<file path="config.mk">
export PLATFORM = sky130hd
export DESIGN_NAME = round_robin_lag_priority_unit
export DESIGN_NICKNAME = d
export VERILOG_FILES = /design/src/rtl/rrlp_pkg.sv /design/src/rtl/rrlp_front.sv /design/src/rtl/rrlp_back.sv /design/src/rtl/round_robin_lag_priority_unit.sv
export SDC_FILE = /design/constraint.sdc
export NUM_CORES = 2
export LEC_CHECK = 0
export ABC_AREA = 1
export BUFFER_PORTS_ARGS = -buffer_cell sky130_fd_sc_hd__buf_2
export CAP_MARGIN = 20
export CORE_MARGIN = 2
export CORE_UTILIZATION = 64
export CTS_CLUSTER_SIZE = 25
export DETAILED_ROUTE_END_ITERATION = 8
export PLACE_DENSITY = 0.8
export SLEW_MARGIN = 20
export SYNTH_ARGS = -nofsm -noshare
export SYNTH_HDL_FRONTEND = slang
export SYNTH_SLANG_ARGS = --single-unit
</file>
<file path="constraint.sdc">
create_clock -name clk -period 6.58 [get_ports clk]
set_input_delay 1.316 -clock clk [delete_from_list [all_inputs] [get_ports clk]]
set_output_delay 1.316 -clock clk [all_outputs]
set_load 0.02 [all_outputs]
</file>
<file path="src/rtl/rrlp_pkg.sv">
// shared types and constants for the round-robin lag priority unit
// no dependencies
package rrlp_pkg;

  localparam int NUM_OPERATORS_DEF = 64;
  localparam int NUM_PIPELINES_DEF = 8;
  localparam int ROUND_BITS_DEF    = 32;
  localparam int OP_W  = 6;
  localparam int PL_W  = 3;
  localparam int WT_W  = 7;
  localparam int CNT_W = 7;
  localparam int FRONT_Q_DEPTH = 2;

  typedef enum logic [2:0] {
    REQ_QUERY    = 3'd0,
    REQ_COMPLETE = 3'd1,
    REQ_REGISTER = 3'd2,
    REQ_ACTIVATE = 3'd3,
    REQ_DEACT    = 3'd4
  } req_e;

  typedef struct packed {
    logic [2:0]      req_type;
    logic [OP_W-1:0] op_index;
    logic [PL_W-1:0] pipeline_index;
    logic [WT_W-1:0] level_weight;
  } req_t;

  typedef struct packed {
    logic [31:0] priority_q16;
    logic        status;
  } rsp_t;

  // request after classification in the front part
  typedef struct packed {
    req_e            kind;
    logic            bad;
    logic [OP_W-1:0] op;
    logic [PL_W-1:0] pl;
    logic [WT_W-1:0] wt;
  } cmd_t;

endpackage

</file>
<file path="src/rtl/rrlp_front.sv">
// front part: decodes and range-checks requests, holds them in a short queue
// depends on rrlp_pkg
module rrlp_front #(
  parameter int NUM_OPERATORS = rrlp_pkg::NUM_OPERATORS_DEF,
  parameter int NUM_PIPELINES = rrlp_pkg::NUM_PIPELINES_DEF
) (
  input  logic          clk,
  input  logic          rst,
  input  logic          push,
  output logic          full,
  input  rrlp_pkg::req_t in_req,
  output logic          cmd_valid,
  input  logic          cmd_take,
  output rrlp_pkg::cmd_t cmd
);
  import rrlp_pkg::*;

  localparam int QA_W = $clog2(FRONT_Q_DEPTH);

  cmd_t            q [FRONT_Q_DEPTH];
  logic [QA_W-1:0] wr_ptr, rd_ptr;
  logic [QA_W:0]   fill;
  cmd_t            dec;
  logic            op_ok, pl_ok;

  always_comb begin
    op_ok = 32'(in_req.op_index) < NUM_OPERATORS;
    pl_ok = 32'(in_req.pipeline_index) < NUM_PIPELINES;
    dec.op = in_req.op_index;
    dec.pl = in_req.pipeline_index;
    dec.wt = in_req.level_weight;
    dec.kind = REQ_QUERY;
    dec.bad = 1'b1;
    unique case (in_req.req_type)
      REQ_QUERY, REQ_COMPLETE: begin
        dec.kind = req_e'(in_req.req_type);
        dec.bad = !op_ok;
      end
      REQ_REGISTER: begin
        dec.kind = REQ_REGISTER;
        dec.bad = !op_ok || !pl_ok;
      end
      REQ_ACTIVATE, REQ_DEACT: begin
        dec.kind = req_e'(in_req.req_type);
        dec.bad = !pl_ok;
      end
      default: dec.bad = 1'b1;
    endcase
  end

  assign full = fill == (QA_W+1)'(FRONT_Q_DEPTH);
  assign cmd_valid = fill != '0;
  assign cmd = q[rd_ptr];

  always_ff @(posedge clk) begin
    if (push && !full) begin
      q[wr_ptr] <= dec;
    end
  end

  always_ff @(posedge clk) begin
    if (rst) begin
      wr_ptr <= '0;
      rd_ptr <= '0;
      fill <= '0;
    end else begin
      if (push && !full) wr_ptr <= wr_ptr + 1'b1;
      if (cmd_take && cmd_valid) rd_ptr <= rd_ptr + 1'b1;
      fill <= fill + (QA_W+1)'(push && !full) - (QA_W+1)'(cmd_take && cmd_valid);
    end
  end

endmodule

</file>
<file path="src/rtl/rrlp_back.sv">
// back part: operator and pipeline state, round scan, divider, result register
// depends on rrlp_pkg
module rrlp_back #(
  parameter int NUM_OPERATORS = rrlp_pkg::NUM_OPERATORS_DEF,
  parameter int NUM_PIPELINES = rrlp_pkg::NUM_PIPELINES_DEF,
  parameter int ROUND_BITS    = rrlp_pkg::ROUND_BITS_DEF
) (
  input  logic           clk,
  input  logic           rst,
  input  logic           cmd_valid,
  output logic           cmd_take,
  input  rrlp_pkg::cmd_t cmd,
  output logic           empty,
  input  logic           pop,
  output rrlp_pkg::rsp_t rsp
);
  import rrlp_pkg::*;

  localparam int IDX_W = (NUM_OPERATORS > (1 << OP_W)) ? OP_W : $clog2(NUM_OPERATORS);
  localparam int PIX_W = (NUM_PIPELINES > (1 << PL_W)) ? PL_W :
                         ((NUM_PIPELINES > 1) ? $clog2(NUM_PIPELINES) : 1);
  localparam int NUM_SLOTS = 1 << IDX_W;
  localparam int SCAN_N = (NUM_OPERATORS < NUM_SLOTS) ? NUM_OPERATORS : NUM_SLOTS;
  localparam int DIV_N = WT_W + 16;

  typedef enum logic [7:0] {
    S_IDLE   = 8'b00000001,
    S_RD     = 8'b00000010,
    S_DECIDE = 8'b00000100,
    S_SCAN   = 8'b00001000,
    S_SCHK   = 8'b00010000,
    S_LAG    = 8'b00100000,
    S_DIV    = 8'b01000000,
    S_OUT    = 8'b10000000
  } state_e;

  state_e state;

  // per-operator memories
  logic [ROUND_BITS-1:0] round_mem [NUM_SLOTS];
  logic [PL_W-1:0]       pipe_mem  [NUM_SLOTS];
  logic [WT_W-1:0]       wt_mem    [NUM_SLOTS];
  logic [NUM_SLOTS-1:0]  op_valid;

  logic [NUM_PIPELINES-1:0] pipe_active;
  logic [CNT_W-1:0]         pipe_cnt [NUM_PIPELINES];
  logic [ROUND_BITS-1:0]    global_round;
  logic [CNT_W-1:0]         active_total;

  cmd_t                  cur;
  logic [IDX_W-1:0]      cur_idx;
  logic [PIX_W-1:0]      cur_pl;
  logic [ROUND_BITS-1:0] rd_round;
  logic [PL_W-1:0]       rd_pipe;
  logic [WT_W-1:0]       rd_wt;
  logic                  rd_en, wr_en;
  logic [IDX_W-1:0]      rd_addr;
  logic [ROUND_BITS-1:0] wr_round;
  logic [IDX_W-1:0]      scan;
  logic                  scan_ok;
  logic [ROUND_BITS-1:0] scan_diff;
  logic [ROUND_BITS-1:0] next_global;
  logic [ROUND_BITS-1:0] lag_diff;
  logic [15:0]           lag_sat;
  logic [15:0]           lag;
  logic [DIV_N-1:0]      quo;
  logic [CNT_W:0]        rem;
  logic [4:0]            div_cnt;
  logic [CNT_W:0]        rem_sh;
  logic                  out_full;
  logic [31:0]           out_prio;
  logic                  out_stat;
  logic                  op_in;
  logic [32:0]           sum;
  logic                  pl_act;
  logic                  calc;
  logic                  dec_err, dec_scan;

  assign cur_idx = cur.op[IDX_W-1:0];
  assign cur_pl = cur.pl[PIX_W-1:0];
  assign op_in = 32'(cur.op) < NUM_OPERATORS;
  assign cmd_take = (state == S_IDLE) && !out_full;
  assign empty = !out_full;
  assign rsp.priority_q16 = out_prio;
  assign rsp.status = out_stat;
  // the scan reads one slot per pass; every other read targets the current operator
  assign rd_addr = (state == S_SCAN) ? scan : cur_idx;
  assign rd_en = (state == S_RD) || (state == S_SCAN) || (state == S_SCHK);
  assign pl_act = 32'(rd_pipe) < NUM_PIPELINES && pipe_active[rd_pipe[PIX_W-1:0]];
  assign scan_diff = rd_round - global_round;
  assign next_global = global_round + ROUND_BITS'(scan_ok);
  assign lag_diff = next_global - rd_round;
  assign rem_sh = {rem[CNT_W-1:0], quo[DIV_N-1]};
  assign sum = {1'b0, lag, 16'h0} + 33'(quo);

  always_comb begin
    if (lag_diff[ROUND_BITS-1]) lag_sat = '0;
    else if (64'(lag_diff) > 64'd65535) lag_sat = 16'hFFFF;
    else lag_sat = 16'(64'(lag_diff));
  end

  always_comb begin
    dec_err = 1'b0;
    dec_scan = 1'b0;
    if (cur.bad) begin
      dec_err = 1'b1;
    end else if (cur.kind == REQ_QUERY || cur.kind == REQ_COMPLETE) begin
      if (!op_in || !op_valid[cur_idx]) dec_err = 1'b1;
      else if (cur.kind == REQ_QUERY && pl_act) dec_scan = 1'b1;
    end
  end

  // registered reads of the operator memories
  always_ff @(posedge clk) begin
    if (rd_en) begin
      rd_round <= round_mem[rd_addr];
      rd_pipe  <= pipe_mem[rd_addr];
      rd_wt    <= wt_mem[rd_addr];
    end
    if (wr_en) begin
      round_mem[cur_idx] <= wr_round;
      if (cur.kind == REQ_REGISTER) begin
        pipe_mem[cur_idx] <= cur.pl;
        wt_mem[cur_idx] <= cur.wt;
      end
    end
  end

  always_comb begin
    wr_en = 1'b0;
    wr_round = rd_round + 1'b1;
    if (state == S_DECIDE && !cur.bad && op_in) begin
      if (cur.kind == REQ_COMPLETE && op_valid[cur_idx]) wr_en = 1'b1;
      if (cur.kind == REQ_REGISTER && !op_valid[cur_idx]) begin
        wr_en = 1'b1;
        wr_round = global_round;
      end
    end
  end

  always_ff @(posedge clk) begin
    if (rst) begin
      state <= S_IDLE;
      op_valid <= '0;
      pipe_active <= '0;
      for (int p = 0; p < NUM_PIPELINES; p++) pipe_cnt[p] <= '0;
      global_round <= '0;
      active_total <= '0;
      out_full <= 1'b0;
    end else begin
      if (pop && out_full) out_full <= 1'b0;
      unique case (state)
        S_IDLE: begin
          if (cmd_valid && !out_full) begin
            cur <= cmd;
            state <= S_RD;
          end
        end
        S_RD: state <= S_DECIDE;
        S_DECIDE: begin
          out_prio <= '0;
          out_stat <= dec_err;
          calc <= dec_scan;
          scan <= '0;
          scan_ok <= 1'b1;
          state <= dec_scan ? S_SCAN : S_OUT;
          if (!cur.bad) begin
            case (cur.kind)
              REQ_REGISTER: begin
                if (!op_valid[cur_idx]) begin
                  op_valid[cur_idx] <= 1'b1;
                  pipe_cnt[cur_pl] <= pipe_cnt[cur_pl] + 1'b1;
                  if (pipe_active[cur_pl]) active_total <= active_total + 1'b1;
                end
              end
              REQ_ACTIVATE: begin
                if (!pipe_active[cur_pl]) begin
                  pipe_active[cur_pl] <= 1'b1;
                  active_total <= active_total + pipe_cnt[cur_pl];
                end
              end
              REQ_DEACT: begin
                if (pipe_active[cur_pl]) begin
                  pipe_active[cur_pl] <= 1'b0;
                  active_total <= active_total - pipe_cnt[cur_pl];
                end
              end
              default: ;
            endcase
          end
        end
        S_SCAN: state <= S_SCHK;
        // data of the scanned slot is here; the read in this cycle fetches cur again
        S_SCHK: begin
          if (op_valid[scan] && pl_act && scan_diff[ROUND_BITS-1]) scan_ok <= 1'b0;
          if (scan == IDX_W'(SCAN_N - 1)) begin
            state <= S_LAG;
          end else begin
            scan <= scan + 1'b1;
            state <= S_SCAN;
          end
        end
        S_LAG: begin
          global_round <= next_global;
          lag <= lag_sat;
          quo <= {rd_wt, 16'h0};
          rem <= '0;
          div_cnt <= '0;
          state <= S_DIV;
        end
        // restoring division, one quotient bit per cycle
        S_DIV: begin
          if (rem_sh >= {1'b0, active_total}) begin
            rem <= rem_sh - {1'b0, active_total};
            quo <= {quo[DIV_N-2:0], 1'b1};
          end else begin
            rem <= rem_sh;
            quo <= {quo[DIV_N-2:0], 1'b0};
          end
          div_cnt <= div_cnt + 1'b1;
          if (div_cnt == 5'(DIV_N - 1)) state <= S_OUT;
        end
        S_OUT: begin
          out_full <= 1'b1;
          state <= S_IDLE;
          if (calc) begin
            if (active_total == '0 || sum[32]) out_prio <= 32'hFFFF_FFFF;
            else out_prio <= sum[31:0];
          end
        end
        default: state <= S_IDLE;
      endcase
    end
  end

endmodule

</file>
<file path="src/rtl/round_robin_lag_priority_unit.sv">
// top level of the round-robin lag priority unit
// depends on rrlp_pkg, rrlp_front, rrlp_back
// A request other than a valid query on an active pipeline goes from acceptance
// through the read and decide states straight to the output state; such a query
// also passes the scan of the operator round memory, reading and checking each slot,
// and the bit-serial weight divider. Requests queue in a two-entry front queue and
// each gives one result, held until popped; the next request starts only after that.
module round_robin_lag_priority_unit #(
  parameter int NUM_OPERATORS = rrlp_pkg::NUM_OPERATORS_DEF,
  parameter int NUM_PIPELINES = rrlp_pkg::NUM_PIPELINES_DEF,
  parameter int ROUND_BITS    = rrlp_pkg::ROUND_BITS_DEF
) (
  input  logic           clk,
  input  logic           rst,
  input  logic           push,
  output logic           full,
  input  rrlp_pkg::req_t in_data,
  output logic           empty,
  input  logic           pop,
  output rrlp_pkg::rsp_t out_data
);
  import rrlp_pkg::*;

  logic cmd_valid, cmd_take;
  cmd_t cmd;

  rrlp_front #(.NUM_OPERATORS(NUM_OPERATORS), .NUM_PIPELINES(NUM_PIPELINES)) u_front (
    .clk, .rst, .push, .full, .in_req(in_data), .cmd_valid, .cmd_take, .cmd
  );

  rrlp_back #(.NUM_OPERATORS(NUM_OPERATORS), .NUM_PIPELINES(NUM_PIPELINES),
              .ROUND_BITS(ROUND_BITS)) u_back (
    .clk, .rst, .cmd_valid, .cmd_take, .cmd, .empty, .pop, .rsp(out_data)
  );

`ifndef NO_ASSERTIONS
  a_take_valid: assert property (@(posedge clk) disable iff (rst)
    cmd_take |-> empty) else $error("take with result waiting");
  a_pop_clears: assert property (@(posedge clk) disable iff (rst)
    (pop && !empty) |=> empty) else $error("result repeated");
`endif

endmodule
</file>
==> results.py <==
metrics = {
    "outcome": {
        "status": "completed",
    },
    "sta": {
        "finalHoldViolCount": 0,
        "fin_skew_ns": 0.0659,
        "post-route-period-util_pct": 79.9,
        "rsz0062_at_grt": "false",
        "setup_viol": 0,
        "fmax_mhz": 190,
        "slew-limit-headroom_pct": 17.8,
        "max_slew.worst_pin.slew_ns": 1.23,
        "slew_viol_final": 0,
        "finalCriticalPeriod_ns": 5.26,
        "fin_setup_tns_ns": 0,
    },
    "clock_network": {
        "cts_hold_buf": 0,
        "cts_resized": 0,
        "clkTransAtPathRegs_ns": 0.06,
        "clockBufferDepth": 4,
        "post_cts_buffers": 0,
        "cts-root-buf": "clkbuf_16",
        "clock_latency_ns": 0.97,
        "cts_inserted_buffers": 318,
        "numClockSinks": 3062,
        "h-tree-depth": 5,
        "cts_tree": "yes",
    },
    "worst_setup_path": {
        "worstSetupPathType": "reg -> reg",
        "endpoint_kind": "flop",
        "startpoint_type": "flop",
        "rr_worst_depth": 16,
        "crit_arrival_ns": 5.91,
        "r2r_end": "u_back.round_mem[0][24]",
        "rr_startpoint": "u_back.cur_idx[1]",
        "rrSetupSlack_ns": 1.32,
        "critPathMaxFanout": 59,
        "cp.required_ns": 7.23,
    },
    "synth": {
        "synth.ff_latch_count": 3062,
        "synthCells": 12900,
        "syn-num-nets": 13100,
        "ys_types": 46,
        "yosysSeqAreaShare_pct": 67.7,
        "syn_area_sq_mm": 0.134,
        "synth.avg_cell_area_sq_um": 10.4,
        "yosys_warnings": 0,
    },
    "detailed_routing": {
        "wl_microns": 395000,
        "wl_per_cell_microns": 24.8,
        "met3RoutedLength_microns": 52100,
        "ant_nets": 0,
        "first_iter_violations": 16100,
        "met2WireLength_microns": 177000,
        "viasPerCell": 6.15,
        "vias": 97800,
        "remaining_drc_errors": 0,
        "dr.pass1.iters": 7,
        "top_layer_used": "met5",
        "wl_met1_microns": 141000,
    },
    "layout": {
        "drive_gt1_share_pct": 7.13,
        "syn2layout_area_growth_pct": 10.6,
        "nets": 13000,
        "final_area_sq_mm": 0.148,
        "final_common_cell": "nand2_1",
        "layout_common_cells": "nand2_1, edfxtp_1, nand3_1",
        "stdcell_count": 15900,
        "post-route-util_pct": 71.0,
        "fillers": 13900,
    },
    "job": {
        "drv_cap": 0,
    },
    "placed_design": {
        "placed_cell_area_sq_mm": 0.138,
        "routabilityCongestion": 0.978,
        "dp_hpwl_microns": 235000,
        "portBuffers": 57,
        "dp_cells": 15300,
    },
    "floorplan": {
        "pin_count": 58,
        "rows": 168,
        "dieArea_sq_mm": 0.213,
        "fp.dieH_microns": 462,
        "core_area_sq_mm": 0.209,
        "die_w_microns": 462,
        "start_util_pct": 64.2,
    },
    "worst_hold_path": {
        "hold_start": "u_front.fill[1]",
        "hold_depth": 1,
        "min_to": "u_front.fill[1]",
        "min_path_type": "reg -> reg",
    },
    "power_and_ir_drop": {
        "p_leak_nw": 58.5,
        "finalPower_mw": 50.0,
        "ir_drop_mv": 0.350,
        "power.density_mw_per_mm2": 337,
    },
    "grt": {
        "grt-ovfl-total": 0,
        "antenna_found_initial": 24,
        "grt_pass1_vias": 93200,
        "grt_pass1_wl_microns": 580000,
        "grtUsageTotal_pct": 36.7,
        "grt_start_max_net_pins": 171,
    },
}
[final cells by class]
cell class / instances / area, sq um / area share (%)
multi-input cells: 7977 / 36500 / 24.6
repair buffers: 296 / 3070 / 2.07
clock buffers: 383 / 8330 / 5.61
diodes: 6 / 15.0 / 0.0101
inverters: 1204 / 4550 / 3.07
well taps: 2805 / 3510 / 2.37
clock inverters: 164 / 1610 / 1.08
flip-flops and latches: 3062 / 90700 / 61.2
[logic make-up (layout without fill, tap and decap cells)]
group | after synthesis | in the layout | synth area share, %
AND/OR/NAND/NOR | 7063 | 7063 | 21.8
flip-flops | 3062 | 3062 | 67.7
buffers and inverters | 1896 | 2047 | 5.69
AO/OA/AOI/OAI | 728 | 728 | 3.34
adder cells (fa/ha/maj) | 95 | 95 | 0.909
XOR/XNOR | 90 | 90 | 0.588
multiplexers | 1 | 1 | 0.00840
other | 0 | 6 | 0
[layer usage]
layer | global-route usage [%] | up-vias
met3 | 8.90 | 1189
met5 | 0 | -
li1 | - | 43200
met2 | 54.9 | 7243
met1 | 49.2 | 46100
met4 | 21.6 | 12
[per-stage QoR]
| step | setup WS (ns) | hold slack (ns) |
|---|---|---|
| finish | 1.32 | 0.478 |
| floorplan | 1.57 | 0.423 |
| global placement | 1.59 | 0.443 |
| CTS | 1.52 | 0.476 |
| detailed placement | 1.53 | 0.466 |
| global route | 0.971 | 0.496 |
[synthesized netlist by cell type (all sizes together)]
cell type | count | area [sq um]
or3 | 1 | 6.26
nor3 | 128 | 983
nor4 | 13 | 87.6
fa | 4 | 80.1
nand4 | 25 | 156
o211ai | 277 | 2080
o21bai | 6 | 45.0
a21oi | 160 | 801
clkbuf | 267 | 1000
a21o | 2 | 15.0
and2 | 1 | 6.26
o21ai | 211 | 1070
or2 | 1 | 6.26
o22ai | 50 | 313
o31ai | 1 | 7.51
nand3 | 1643 | 8230
dfxtp | 124 | 2480
mux2 | 1 | 11.3
inv | 1198 | 4500
ha | 91 | 1140
xor2 | 66 | 578
a31oi | 5 | 31.3
edfxtp | 2938 | 88200
xnor2 | 24 | 210
o311a | 2 | 20.0
a21boi | 1 | 7.51
nand3b | 4 | 30.0
nor4b | 1 | 8.76
buf | 425 | 2110
a211oi | 13 | 97.6
nand2 | 4938 | 18500
nor2 | 308 | 1180
clkinv | 6 | 22.5
[registers in the layout (all words and copies together), names as in the netlist, 32 cells and up, named ones only]
register             count
u_back.wt_mem          448
u_back.op_valid         64
u_back.global_round     32
u_back.out_prio         32
u_back.round_mem      2048
u_back.pipe_mem        192
u_front.q               40
u_back.pipe_cnt         56
u_back.rd_round         32
[power by group]
part           switching, mW  internal, mW
Combinational           7.94          2.36
Clock                   7.38          10.2
Sequential             0.136          22.0
Total                   15.5          34.5
[worst max-delay path by stage]
stage                                start  cells after the start                      end  slack (ns)
finish                   u_back.cur_idx[1]                     16  u_back.round_mem[0][24]        1.32
global route        u_back.global_round[0]                     27            u_back.lag[4]        0.97
CTS                 u_back.global_round[0]                     24            u_back.lag[9]        1.52
detailed placement  u_back.global_round[0]                     24            u_back.lag[5]        1.53
global placement    u_back.global_round[0]                     27            u_back.lag[5]        1.59
floorplan                u_back.cur_idx[5]                     10  u_back.round_mem[0][10]        1.57
[worst max-delay path: stages (launching register included)]
cell      delay (ns)
edfxtp_1        0.88
inv_1           0.59
nand2_1         0.19
nand2_1         0.07
nand2_1         0.06
nand2_1         0.06
nand2_1         0.06
nand2_1         0.07
nor2_2          0.33
nand2_2         0.16
nor3_4          0.17
inv_2           0.19
nand2_1         0.22
inv_8           0.18
buf_4           0.43
nor2_4          0.77
buf_4           0.33
Note: power is estimated with default switching activity, not from simulation.
